$ cat src/design/gbr_pkg.sv
// Shared types and constants for the 3x3 RGB blur unit.
`default_nettype none

package gbr_pkg;

   // Elaboration defaults for the size parameters of the top level.
   localparam int DEF_MAX_WIDTH  = 1024;
   localparam int DEF_MAX_HEIGHT = 4096;

   // Configuration port layout.
   localparam int FRAME_WIDTH_W  = 11;
   localparam int FRAME_HEIGHT_W = 13;
   localparam int CSR_IDX_W      = 2;
   localparam int CSR_DATA_W     = 13;
   localparam int RST_FRAME_WIDTH  = 640;
   localparam int RST_FRAME_HEIGHT = 480;

   localparam logic [CSR_IDX_W-1:0] CSR_FRAME_WIDTH  = 2'd0;
   localparam logic [CSR_IDX_W-1:0] CSR_FRAME_HEIGHT = 2'd1;

   // Channel and kernel arithmetic.
   localparam int PIX_W     = 8;
   localparam int SUM_W     = 12;   // 16 * 255 = 4080
   localparam int SUM_SHIFT = 4;

   typedef logic [PIX_W-1:0] chan_type;

   typedef struct packed {
      chan_type red;
      chan_type green;
      chan_type blue;
   } pixel_type;

   // One column of the window: top, middle, bottom row.
   typedef struct packed {
      pixel_type top;
      pixel_type mid;
      pixel_type bot;
   } col3_type;

   typedef struct packed {
      col3_type left;
      col3_type mid;
      col3_type right;
   } win_type;

   // One channel of one window column, [2] top .. [0] bottom.
   typedef logic [2:0][PIX_W-1:0] chan3_type;

   // Line memory word: row two back and row one back of the same column.
   typedef struct packed {
      pixel_type far_pix;
      pixel_type near_pix;
   } line_word_type;

   // Per-word flags handed to the output stage.
   typedef struct packed {
      logic keep;
      logic done;
   } flag_type;

endpackage : gbr_pkg

`default_nettype wire

$ cat src/design/gbr_lane.sv
// One channel lane: binomial 3x3 weighted sum, registered, shifted right by four.
`default_nettype none

module gbr_lane (
   input  wire                 clock,
   input  wire                 en,
   input  gbr_pkg::chan3_type  col_left,
   input  gbr_pkg::chan3_type  col_mid,
   input  gbr_pkg::chan3_type  col_right,
   output gbr_pkg::chan_type   result
);
   import gbr_pkg::*;

   logic [SUM_W-1:0] sum;
   chan_type         result_ff;

   // weights 1 2 1 / 2 4 2 / 1 2 1
   always_comb begin
      sum = SUM_W'(col_left[2])  + SUM_W'({col_mid[2], 1'b0})  + SUM_W'(col_right[2])
          + SUM_W'({col_left[1], 1'b0}) + SUM_W'({col_mid[1], 2'b00})
          + SUM_W'({col_right[1], 1'b0})
          + SUM_W'(col_left[0])  + SUM_W'({col_mid[0], 1'b0})  + SUM_W'(col_right[0]);
   end

   always_ff @(posedge clock) begin
      if (en) begin
         result_ff <= sum[SUM_W-1:SUM_SHIFT];
      end
   end

   assign result = result_ff;

endmodule : gbr_lane

`default_nettype wire

$ cat config.mk
export PLATFORM = sky130hd
export DESIGN_NAME = gbr_lane
export DESIGN_NICKNAME = d
export VERILOG_FILES = /design/src/design/gbr_pkg.sv /design/src/design/gbr_lane.sv
export SDC_FILE = /design/constraint.sdc
export NUM_CORES = 1
export LEC_CHECK = 0
export BUFFER_PORTS_ARGS = -buffer_cell sky130_fd_sc_hd__buf_2
export CAP_MARGIN = 20
export CORE_UTILIZATION = 23
export DETAILED_ROUTE_END_ITERATION = 8
export GPL_TIMING_DRIVEN = 0
export SLEW_MARGIN = 25
export SYNTH_ARGS = -nofsm -noshare
export SYNTH_HDL_FRONTEND = slang
export SYNTH_SLANG_ARGS = --single-unit
$ cat constraint.sdc
create_clock -name clock -period 5.2 [get_ports clock]
set_input_delay 1.04 -clock clock [delete_from_list [all_inputs] [get_ports clock]]
set_output_delay 1.04 -clock clock [all_outputs]
set_load 0.02 [all_outputs]
==> out/results.ini <==
[cts]
tritoncts_num_sinks=8
tritoncts_clock_tree=yes
cts_hold_buf=0
cts_max_path_buffers=2
post_cts_buffers=0
ctsHtreeMaxLevel=1
ctsResizeCount=0
cts_root_buf=sky130_fd_sc_hd__clkbuf_8
cts_made_buffers=3
cts.reportedPaths.clkPinSlew_ps=40

[power]
report.power.total_mw=1.490
ir_worst_vdd_mv=0.1839
sequentialPowerShare_pct=12.2
power.leakage_nw=1.520
internal_power_mw=0.7494
clock_power_share_pct=4.9
power.net_switching_mw=0.7409
cellPowerDensity_nw_per_um2=556.3
switching_share_pct=49.71
combinational_power_share_pct=83.0

[floorplanning]
die_width_microns=97.49
pin_count=82
die_height_microns=97.49
floorplan.initialDensity_pct=23.93
floorplan.die_area_sq_um=9503
number_of_rows_in_the_core_area=34
core_region_area_sq_um=8763

[route]
drt_pass1_iterations=3
drt_iter0_markers=24
vias_per_cell=3.849
ant_nets=0
drc_errors=0
routed_wirelength_microns=3748
num_vias=1559
wl_per_cell_microns=9.254

[yosys]
synth_seq_area_share_pct=11.46
yosysWarningCount=0
syn_inst=213
syn_area_per_cell_sq_um=9.845
post_synth_instance_area_sq_um=2097
synth.net_count=352
ys_ff_latch=8
synth_cell_type_count=30

[place]
globalplace.congestion=0.6749
hpwl_microns=3700
io_buffers=81
place_worst_setup_slack_ps=316.2
post-place-cells=402

[status]
outcome=finished, final reports clean

[finish]
antenna-diode-count=0
layout_commonest_cell=sky130_fd_sc_hd__inv_1
final_util_pct=30.57
share_of_post_route_cells_with_drive_strength_above_1_pct=29.63
finalNonFillerCells=405
layout_common_cells=sky130_fd_sc_hd__inv_1 (98), sky130_fd_sc_hd__buf_2 (81), sky130_fd_sc_hd__fa_1 (52)
fin_nets=438
largest_register_ff_count=8
syn2layout_area_growth_pct=27.74

[worst_setup_path]
cp_slowest_stage_delay_ps=540
number_of_buffer_and_inverter_instances_along_the_worst_setup_path=5
critical_path_capture_point_type=flip-flop
critical-path-top-delay-family=adder cells
path_depth=14
worstPathRequired_ps=5220
crit_path_top_delay_cell=sky130_fd_sc_hd__fa_1
crit_fanout=6
critPathCapture=result[6]
critPathLaunchType=primary input
cp-startpoint=col_left[7]
timing.setup.critical_path_class=in -> reg
cp.arrival_ps=4640
worst_path_cell_trace=buf_2 > inv_1 > fa_1 > inv_1 > fa_1 > fa_1 > inv_1 > fa_1 > inv_1 > ha_1 > a21o_1 > a21oi_2 > mux2_1 > o311ai_1

[global_route]
globalRouteOverflowTotal=0
vias_in_the_first_global_route=1717
gr-usage-all-layers_pct=8.806
grt_max_degree=9
first_pass_grt_wire_length_microns=6962
number_of_antenna_violations_at_the_first_check_in_global_routing=0

[sta]
hold_viol_final=0
fmax_mhz=216.8
finalSetupViolations=0
worst_pin_slew_ps=422.5
fin_setup_tns_ps=0
worst_max_slew_margin_expressed_relative_to_the_limit_pct=71.10
finalCriticalPeriod_ps=4614
grt_setup_unrepaired=false
drv_slew=0
post-route-worst-setup-slack_ps=586.4
fin_crit_sh_pct=88.72

[job]
max-cap-violations=0

[min_path]
hold_path_class=in -> reg

## cells in the mapped netlist
library cell | n | share of area, %
sky130_fd_sc_hd__edfxtp_1 | 8 | 11
sky130_fd_sc_hd__inv_1 | 98 | 18
sky130_fd_sc_hd__a21o_1 | 1 | 0.36
sky130_fd_sc_hd__and2_1 | 1 | 0.30
sky130_fd_sc_hd__nor2b_1 | 1 | 0.30
sky130_fd_sc_hd__o311ai_1 | 2 | 0.84
sky130_fd_sc_hd__or2_1 | 1 | 0.30
sky130_fd_sc_hd__nand2_1 | 5 | 0.90
sky130_fd_sc_hd__a211o_1 | 1 | 0.42
sky130_fd_sc_hd__nand2b_1 | 1 | 0.30
sky130_fd_sc_hd__ha_1 | 13 | 7.8
sky130_fd_sc_hd__o211ai_1 | 1 | 0.36
sky130_fd_sc_hd__o41a_1 | 1 | 0.54
sky130_fd_sc_hd__and3_1 | 2 | 0.60
sky130_fd_sc_hd__inv_2 | 1 | 0.18
sky130_fd_sc_hd__or3_1 | 1 | 0.30
sky130_fd_sc_hd__mux2_1 | 2 | 1.1
sky130_fd_sc_hd__a2111oi_0 | 1 | 0.42
sky130_fd_sc_hd__nor3_1 | 3 | 0.72
sky130_fd_sc_hd__a31oi_1 | 1 | 0.30
sky130_fd_sc_hd__nor4_1 | 2 | 0.60
sky130_fd_sc_hd__a21oi_1 | 4 | 0.95
sky130_fd_sc_hd__a2111oi_2 | 1 | 0.72
sky130_fd_sc_hd__nand3_2 | 1 | 0.48
sky130_fd_sc_hd__a21oi_2 | 1 | 0.42
sky130_fd_sc_hd__fa_1 | 52 | 50
sky130_fd_sc_hd__nand3_1 | 1 | 0.24
sky130_fd_sc_hd__xnor2_1 | 2 | 0.84
sky130_fd_sc_hd__xor2_1 | 2 | 0.84
sky130_fd_sc_hd__nor2_1 | 2 | 0.36
## area by class of cell
type	count	area (sq um)
clock buffers	3	41.29
fillers	949	6085
inverters	99	371.6
multi-input cells	106	1485
flip-flops and latches	8	240.2
well taps	108	135.1
repair buffers	81	405.4
## cells by family after synthesis
group / count (synthesis) / share of synthesized area, %
buffers and inverters: 99 / 17.72
flip-flops: 8 / 11.46
adder cells (fa/ha/maj): 65 / 57.40
AO/OA/AOI/OAI: 14 / 5.311
multiplexers: 2 / 1.074
AND/OR/NAND/NOR: 21 / 5.371
XOR/XNOR: 4 / 1.671
## power groups by stage
stage               clock network (mW)  registers [mW]  logic (mW)
finish                          0.0723           0.181        1.24
global route                    0.0788           0.187        1.43
CTS                             0.0759           0.183        1.27
detailed placement                   0           0.184        1.27
global placement                     0           0.181        1.25
floorplan                            0           0.227       0.928
## metrics by stage
stage          hold WS (ps)  cell area, sq um
6_report               1169              2679
5_1_grt                1176              2679
4_1_cts                1171              2679
3_5_place_dp           1407              2638
3_3_place_gp           1401              2638
2_1_floorplan          1153              2097
## per-layer routing
| metal | vias up | GRT usage, % | share of wire (%) |
|---|---|---|---|
| met5 | - | 0 | 0 |
| met4 | 0 | 1.018 | 0.45 |
| met3 | 2 | 1.079 | 7.3 |
| met2 | 63 | 17.59 | 53 |
| met1 | 721 | 10.12 | 40 |
| li1 | 773 | - | - |
## worst min path at each step
stage / endpoint / slack (ps) / depth (start not counted) / from
final: result[0] / 1170 / 1 / en
after global routing: result[1] / 1180 / 1 / en
after global placement: result[1] / 1400 / 1 / en
after floorplan: result[0] / 1150 / 0 / en
after CTS: result[0] / 1170 / 1 / en
after detailed placement: result[0] / 1410 / 1 / en
(Power assumes the default switching activity.)
