### config.mk
export PLATFORM = sky130hd
export DESIGN_NAME = gbr_merge
export DESIGN_NICKNAME = d
export VERILOG_FILES = /design/src/design/gbr_pkg.sv /design/src/design/gbr_merge.sv
export SDC_FILE = /design/constraint.sdc
export NUM_CORES = 1
export LEC_CHECK = 0
export ABC_AREA = 1
export BUFFER_PORTS_ARGS = -buffer_cell sky130_fd_sc_hd__buf_2
export CAP_MARGIN = 20
export CORE_ASPECT_RATIO = 0.75
export CORE_MARGIN = 2
export CORE_UTILIZATION = 35
export CTS_CLUSTER_SIZE = 20
export DETAILED_ROUTE_END_ITERATION = 8
export PLACE_DENSITY = 0.67
export REMOVE_ABC_BUFFERS = 1
export SLEW_MARGIN = 20
export SYNTH_ARGS = -nofsm -noshare
export SYNTH_HDL_FRONTEND = slang
export SYNTH_SLANG_ARGS = --single-unit
### constraint.sdc
create_clock -name clock -period 5.8 [get_ports clock]
set_input_delay 0.87 -clock clock [delete_from_list [all_inputs] [get_ports clock]]
set_output_delay 0.87 -clock clock [all_outputs]
set_load 0.02 [all_outputs]
### src/design/gbr_pkg.sv
// Shared types and constants for the 3x3 RGB blur unit.
`default_nettype none

package gbr_pkg;

   // Elaboration defaults for the size parameters of the top level.
   localparam int DEF_MAX_WIDTH  = 1024;
   localparam int DEF_MAX_HEIGHT = 4096;

   // Configuration port layout.
   localparam int FRAME_WIDTH_W  = 11;
   localparam int FRAME_HEIGHT_W = 13;
   localparam int CSR_IDX_W      = 2;
   localparam int CSR_DATA_W     = 13;
   localparam int RST_FRAME_WIDTH  = 640;
   localparam int RST_FRAME_HEIGHT = 480;

   localparam logic [CSR_IDX_W-1:0] CSR_FRAME_WIDTH  = 2'd0;
   localparam logic [CSR_IDX_W-1:0] CSR_FRAME_HEIGHT = 2'd1;

   // Channel and kernel arithmetic.
   localparam int PIX_W     = 8;
   localparam int SUM_W     = 12;   // 16 * 255 = 4080
   localparam int SUM_SHIFT = 4;

   typedef logic [PIX_W-1:0] chan_type;

   typedef struct packed {
      chan_type red;
      chan_type green;
      chan_type blue;
   } pixel_type;

   // One column of the window: top, middle, bottom row.
   typedef struct packed {
      pixel_type top;
      pixel_type mid;
      pixel_type bot;
   } col3_type;

   typedef struct packed {
      col3_type left;
      col3_type mid;
      col3_type right;
   } win_type;

   // One channel of one window column, [2] top .. [0] bottom.
   typedef logic [2:0][PIX_W-1:0] chan3_type;

   // Line memory word: row two back and row one back of the same column.
   typedef struct packed {
      pixel_type far_pix;
      pixel_type near_pix;
   } line_word_type;

   // Per-word flags handed to the output stage.
   typedef struct packed {
      logic keep;
      logic done;
   } flag_type;

endpackage : gbr_pkg

`default_nettype wire

### src/design/gbr_merge.sv
// Merge of the three lane results with position tags into the output register and skid.
`default_nettype none

module gbr_merge #(
   parameter int COL_W = 10,
   parameter int ROW_W = 12
) (
   input  wire                clock,
   input  wire                reset,
   input  wire                load,
   input  gbr_pkg::chan_type  lane_red,
   input  gbr_pkg::chan_type  lane_green,
   input  gbr_pkg::chan_type  lane_blue,
   input  wire [COL_W-1:0]    tag_col,
   input  wire [ROW_W-1:0]    tag_row,
   input  gbr_pkg::flag_type  tag_flag,
   output logic               skid_full,
   output logic               rsp_valid,
   input  wire                rsp_stall,
   output gbr_pkg::chan_type  rsp_blur_red,
   output gbr_pkg::chan_type  rsp_blur_green,
   output gbr_pkg::chan_type  rsp_blur_blue,
   output logic [COL_W-1:0]   rsp_out_col,
   output logic [ROW_W-1:0]   rsp_out_row,
   output logic               rsp_frame_done
);
   import gbr_pkg::*;

   typedef struct packed {
      chan_type         red;
      chan_type         green;
      chan_type         blue;
      logic [COL_W-1:0] col;
      logic [ROW_W-1:0] row;
      logic             done;
   } rsp_word_type;

   rsp_word_type new_word;
   rsp_word_type out_ff, out_in;
   rsp_word_type skid_ff, skid_in;
   logic         out_v_ff, out_v_in;
   logic         skid_v_ff, skid_v_in;

   assign new_word = '{red: lane_red, green: lane_green, blue: lane_blue,
                       col: tag_col, row: tag_row, done: tag_flag.done};

   always_comb begin
      out_in    = out_ff;
      out_v_in  = out_v_ff;
      skid_in   = skid_ff;
      skid_v_in = skid_v_ff;
      if (skid_v_ff) begin
         if (!rsp_stall) begin
            out_in    = skid_ff;
            skid_v_in = 1'b0;
         end
      end else if (load) begin
         if (out_v_ff && rsp_stall) begin
            skid_in   = new_word;
            skid_v_in = 1'b1;
         end else begin
            out_in   = new_word;
            out_v_in = 1'b1;
         end
      end else if (!rsp_stall) begin
         out_v_in = 1'b0;
      end
   end

   always_ff @(posedge clock) begin
      if (reset) begin
         out_v_ff  <= 1'b0;
         skid_v_ff <= 1'b0;
      end else begin
         out_v_ff  <= out_v_in;
         skid_v_ff <= skid_v_in;
      end
   end

   always_ff @(posedge clock) begin
      out_ff  <= out_in;
      skid_ff <= skid_in;
   end

   assign skid_full      = skid_v_ff;
   assign rsp_valid      = out_v_ff;
   assign rsp_blur_red   = out_ff.red;
   assign rsp_blur_green = out_ff.green;
   assign rsp_blur_blue  = out_ff.blue;
   assign rsp_out_col    = out_ff.col;
   assign rsp_out_row    = out_ff.row;
   assign rsp_frame_done = out_ff.done;

endmodule : gbr_merge

`default_nettype wire

==> results.md, run 1 <==
* Synth area leader: edfxtp_1
* Worst setup margin at around 3.6 ns
* Total chip power at between 1.5 and 2 mW
* DP Cell Count at about 490
* Initial antenna violation count at 0
* Cell area power density at 341.6 nW/um^2
* Clock Sinks at 96
* DP HPWL at ~4.2 mm
* CP Launch Type: flip-flop
* Num CTS Buffers at 9
* Worst Setup Slack post-DPL at between 3 and 4 ns
* Dominant synthesized flop cell: edfxtp_1
* CP Data Arrival Time at between 1 and 1.5 ns
* Critical-path cell list: buf_4 > buf_2
* Final antenna-violating net count at 0
* Remaining DRCs at 0
* Root Buffer: clkbuf_16
* Synth cell count leaders: nand2_1 (147), edfxtp_1 (94), buf_2 (8)
* Area grow syn2layout at 26.12%
* Distinct cell type count after synthesis at 11
* Nets at between 400 and 500
* Initial Util at 36.31%
* Worst-Margin Slew at roughly 1 ns
* Layout Utilization at between 40% and 50%
* WHS Endpoint: rsp_out_row[2]
* Leak pwr at 1.893 nW
* Fill cells at roughly 890
* CTS tree: done
* CP max stage cell: buf_4
* Final Max Tran Viols at 0
* Worst vdd ir at 168.4 uV
* Net Sw Power at around 0.34 mW
* Area after DPL at just over 4000 um^2
* Net Sw Frac at between 20% and 30%
* # setup viols final at 0
* Fin crit period at 2.249 ns
* WHS at about 0.51 ns
* Die height at slightly above 90 um
* Post-Syn Instances at 264
* Yosys warning total at 0
* Layout cells sized above 1 at 32.88%
* Post-route cell area at around 4500 um^2
* Hold Crit Class: flip-flop to flip-flop
* Reg2reg setup slack at approximately 3.7 ns
* Non-filler cells, final at just over 500
* Number of H-tree levels at 3
* Post-CTS setup buffers at 0
* Yosys reg bits at 96
* CP max FO at 52
* DR WL/cell at 13.06 um
* EDFF count, synth at between 90 and 100
* Hold Path Depth at 2
* Clock latency on the worst-skew pair at 0.34 ns
* Total gr overflow at 0
* Io pins at 101
* Buffers and inverters on the worst path at 2
* Die area at around 11000 um^2
* DRT Pass-1 Iters at 6
* Hold Startpoint: skid_ff[3]
* Port buffer count at 99
* Post-Syn Area at around 3500 um^2
* R2R Path End: rsp_out_row[10]
* Worst setup path category: flip-flop to primary output
* Slowest Stage Delay on Critical Path at around 0.44 ns
* Leading post-synthesis cells by cell area: edfxtp_1 (80%), nand2_1 (16%), buf_2 (1.1%)
* Comb power frac at about 8.3%
* Core area at 9736 um^2
* DRT iter0 DRCs at 187
* Synth top area share at 79.86%
* Slew Limit Headroom at 33.52%
* RSZ-0062 raised after global routing: false
* Achievable Freq at 444.6 MHz
* CTS max path bufs at 2
* Vias at approximately 2100
* GR Util All Layers at between 10% and 20%
* Ys async rst share at 0%
* Gpl congestion at approximately 0.68
* Worst setup EP type: primary output
* Width of the die at approximately 120 um
* Layout Skew at 0.004436 ns
* P_int at around 1.2 mW
* Top-count cell post-synth: nand2_1
* Vias per cell at between 4 and 5
* Reg2reg start: skid_full
* Largest net degree at the start of global routing at between 50 and 60
* First-pass GRT wire length at around 11 mm
* Final wirelength at ~6.6 mm
* Clock power share at 38.4%
* Reg clk slew, reported paths at 0.06 ns
* CTS-repair resized insts at 0
* Reg2Reg Depth at 4
* FP Rows at 31
* Status: completed
* Seq pwr share at a little over half
* Post-route clock period utilization at between 30 and 40%
* Final setup TNS at 0 ns
* Avg Inst Size Synth at about 13 um^2
* Max-cap check violation count at 0
* Post-synthesis sequential area ratio at between 80% and 90%
* Top delay family on crit path: buffers and inverters
* WP data required at between 4 and 5 ns
* Number of global-route vias before repair at roughly 2200
* Diode count at 0
* Hold Fails Final Rpt at 0
* Hold Buf Count CTS at 0
## registers in the layout, indices dropped and copies added, names as in the netlist
register / flops
skid_ff: 47
rsp_out_col: 10
skid_full: 1
rsp_frame_done: 1
rsp_valid: 1
rsp_blur_green: 8
rsp_out_row: 12
rsp_blur_blue: 8
rsp_blur_red: 8
## layout by cell type, fill, tap and decap left out, types with 2 or more instances in the layout
master | synthesis | routed
buf_2 | 8 | 99
buf_4 | 0 | 3
clkbuf_16 | 0 | 9
clkinv_4 | 0 | 2
clkinvlp_4 | 0 | 3
edfxtp_1 | 94 | 94
inv_1 | 5 | 4
inv_2 | 1 | 2
nand2_1 | 147 | 147
## how the worst max path moves through the flow
stage / slack [ns] / endpoint / startpoint / cells after the start
2_1_floorplan: 1.14 / rsp_blur_blue[0] / skid_full / 2
3_3_place_gp: 3.39 / skid_ff[38] / rsp_stall / 5
6_report: 3.55 / skid_full / skid_full / 2
3_5_place_dp: 3.30 / skid_ff[24] / rsp_stall / 5
4_1_cts: 3.51 / skid_full / skid_full / 2
5_1_grt: 3.46 / skid_full / skid_full / 2
## cell families after synthesis
kind of cell,Yosys count,synth area share [%]
AND/OR/NAND/NOR,149,15.86
buffers and inverters,17,2.726
AO/OA/AOI/OAI,2,0.4249
flip-flops,96,80.99
## cell type report
cell class	count	area, um^2	share of cell area (%)
repair buffers	102	518.0	11.62
flip-flops and latches	96	2864	64.24
clock buffers	10	229.0	5.136
well taps	132	165.2	3.705
clock inverters	6	70.07	1.572
inverters	6	22.52	0.5052
multi-input cells	151	589.3	13.22
## metal layers
metal | GRT usage, % | part of all wire [%] | wire length, um
met3 | 5.779 | 8.2 | 538
met5 | 0 | 0 | 0
met2 | 19.74 | 46 | 2989
met4 | 5.490 | 1.4 | 95
met1 | 16.28 | 45 | 2947
## tightest hold or removal path: stages (launching register included)
cell and delay, ns:
edfxtp_1 0.32, nand2_1 0.05, nand2_1 0.05
## power by group through the flow
stage / logic [mW] / registers (mW) / clock network, mW
after floorplan: 0.0318 / 0.865 / 0
after global placement: 0.125 / 0.827 / 0
after detailed placement: 0.128 / 0.828 / 0
after CTS: 0.129 / 0.813 / 0.603
after global routing: 0.140 / 0.815 / 0.630
final: 0.126 / 0.812 / 0.584
Power figures use the tool's default switching activity.
==> run 2, diff against run 1 <==
--- a/config.mk
+++ b/config.mk
@@ -5,7 +5,7 @@
 export SDC_FILE = /design/constraint.sdc
 export NUM_CORES = 1
 export LEC_CHECK = 0
-export ABC_AREA = 1
+export ABC_AREA = 0
 export BUFFER_PORTS_ARGS = -buffer_cell sky130_fd_sc_hd__buf_2
 export CAP_MARGIN = 20
 export CORE_ASPECT_RATIO = 0.75
@@ -13,7 +13,7 @@
 export CORE_UTILIZATION = 35
 export CTS_CLUSTER_SIZE = 20
 export DETAILED_ROUTE_END_ITERATION = 8
-export PLACE_DENSITY = 0.67
+export PLACE_DENSITY = 0.66
 export REMOVE_ABC_BUFFERS = 1
 export SLEW_MARGIN = 20
 export SYNTH_ARGS = -nofsm -noshare
==> constraint.sdc (replaced) <==
create_clock -name clock -period 2.35 [get_ports clock]
set_input_delay 0.3525 -clock clock [delete_from_list [all_inputs] [get_ports clock]]
set_output_delay 0.3525 -clock clock [all_outputs]
set_load 0.02 [all_outputs]
==> results.md, run 2 <==
* Achievable Freq at a little over 600 MHz
* Ys async rst share at 0%
* CTS max path bufs at 2
* Critical-path cell list: buf_4 > buf_2
* Layout Skew at 0.004393 ns
* WHS at between 0.15 and 0.2 ns
* Total chip power at between 3 and 4 mW
* Top-count cell post-synth: edfxtp_1
* Simple-gate portion of the synthesized area at 0.6384%
* DRT Pass-1 Iters at 4
* Hold Fails Final Rpt at 0
* DP Cell Count at ~390
* Diode count at 0
* Post-route cell area at around 4600 um^2
* Nets at ~320
* Die height at between 90 and 100 um
* Largest net degree at the start of global routing at 48
* CP max FO at 24
* Fill cells at 929
* Root Buffer: clkbuf_16
* Initial antenna violation count at 0
* GR Util All Layers at a little over a tenth
* Number of H-tree levels at 3
* Layout cells sized above 1 at approximately 62%
* EDFF count, synth at between 90 and 100
* Max-cap check violation count at 0
* Layout Utilization at 44.89%
* Post-synthesis sequential area ratio at between 70% and 80%
* Most common cell after layout, fill and taps aside: buf_2
* Post-route clock period utilization at 70.28%
* Yosys warning total at 0
* WP data required at around 2.0 ns
* Leading post-synthesis cells by cell area: edfxtp_1 (76%), mux2_4 (18%), buf_12 (2.7%)
* Synth area leader: edfxtp_1
* Initial Util at a little over a third
* DP HPWL at ~4.1 mm
* RSZ-0062 raised after global routing: false
* Largest Register: skid_ff
* Vias per cell at approximately 4.4
* Avg Inst Size Synth at roughly 24 um^2
* Yosys reg bits at 96
* Synth cell count leaders: edfxtp_1 (94), mux2_4 (45), buf_12 (5)
* Leak pwr at about 1.8 nW
* Clock latency on the worst-skew pair at 0.33 ns
* Max reg flops at 47
* Fin crit period at roughly 1.7 ns
* Compound-Gate Fraction of Synth Area at less than 1%
* Top delay family on crit path: buffers and inverters
* Distinct cell type count after synthesis at 12
* CP Data Arrival Time at 1.30 ns
* First-pass GRT wire length at roughly 9.4 mm
* Gpl congestion at around 0.7
* Total gr overflow at 0
* Io pins at 101
* Worst setup path category: flip-flop to primary output
* CP max stage cell: dfxtp_4
* Slew Limit Headroom at 65.96%
* Largest family of logic cells by synthesized area: multiplexers
* XOR/XNOR Fraction of Synth Area at 0%
* Hold Buf Count CTS at 0
* # setup viols final at 0
* Hold Crit Class: primary input to flip-flop
* Worst setup EP type: primary output
* Dominant synthesized flop cell: edfxtp_1
* DRT iter0 DRCs at 87
* Number of global-route vias before repair at 1828
* Multiplexer area fraction after synthesis at between 10% and 20%
* Buffers and inverters on the worst path at 2
* Area after DPL at roughly 4300 um^2
* Non-filler cells, final at 406
* Worst vdd ir at slightly below 400 uV
* Vias at approximately 1800
* Final antenna-violating net count at 0
* DR WL/cell at approximately 15 um
* Reg clk slew, reported paths at roughly 0.060 ns
* Worst-Margin Slew at roughly 0.5 ns
* Adder-Cell Fraction of Synth Area at 0%
* Post-Syn Area at between 3000 and 4000 um^2
* Num CTS Buffers at 9
* Post-Syn Instances at about 160
* Slowest Stage Delay on Critical Path at between 0.3 and 0.4 ns
* Core area at around 10000 um^2
* CTS-repair resized insts at 0
* Clock Sinks at 96
* Synth top area share at about three quarters
* Die area at 11490 um^2
* Area grow syn2layout at 24.53%
* Commonest cells after routing, fill and taps aside: buf_2 (99), edfxtp_1 (94), mux2_4 (45), clkbuf_16 (9), buf_4 (4)
* CP Launch Type: flip-flop
* Width of the die at between 100 and 150 um
* Status: completed
* Cell area power density at roughly 800 nW/um^2
* Remaining DRCs at 0
* FP Rows at 32
* Port buffer count at around 100
* CTS tree: done
* Final wirelength at ~6.1 mm
* Final Max Tran Viols at 0
* Post-CTS setup buffers at 0
-- run 2: logic make-up after synthesis --
group | Yosys count
AOI/OAI and AO/OA | 5
buffers and inverters | 6
DFF | 96
muxes | 47
and+or+nand+nor | 3
-- run 2: power by group --
| group | switching, mW | leakage (nW) | internal [mW] | total, mW |
|---|---|---|---|---|
| clock | 0.565 | 0.149 | 0.923 | 1.49 |
| combinational | 0.183 | 0.756 | 0.149 | 0.332 |
| sequential | 0.0203 | 0.900 | 1.98 | 2.00 |
| total | 0.768 | 1.81 | 3.05 | 3.82 |
-- run 2: final timing paths --
check / depth (start not counted) / to / slack, ns / startpoint
worst min register to register: 2 / rsp_valid / 0.52 / rsp_valid
worst max register to register: 2 / rsp_blur_blue[4] / 0.94 / skid_full
worst min-delay path: 2 / skid_full / 0.19 / reset
worst max-delay path: 2 / skid_full / 0.70 / skid_full
-- run 2: metrics by stage --
stage	TNS (ns)	worst slack (ns)
after detailed placement	0	0.8902
after global placement	0	0.9363
after global routing	0	0.6225
final	0	0.6985
after floorplan	-129.92	-1.366
after CTS	0	0.6560
-- run 2: area by class of cell --
cell class | count | area, um^2 | share of cell area [%]
clock inverters | 4 | 70.07 | 1.511
multi-input cells | 55 | 752.0 | 16.22
flip-flops and latches | 96 | 2867 | 61.82
repair buffers | 104 | 545.5 | 11.76
clock buffers | 11 | 232.7 | 5.019
well taps | 136 | 170.2 | 3.670
-- run 2: layer usage --
metal,wire (um),global-route usage [%],vias to the layer above
met1,2640,13.11,895
met5,0,0,-
met3,425,5.183,9
met4,102,3.693,0
met2,2892,17.36,62
li1,-,-,840
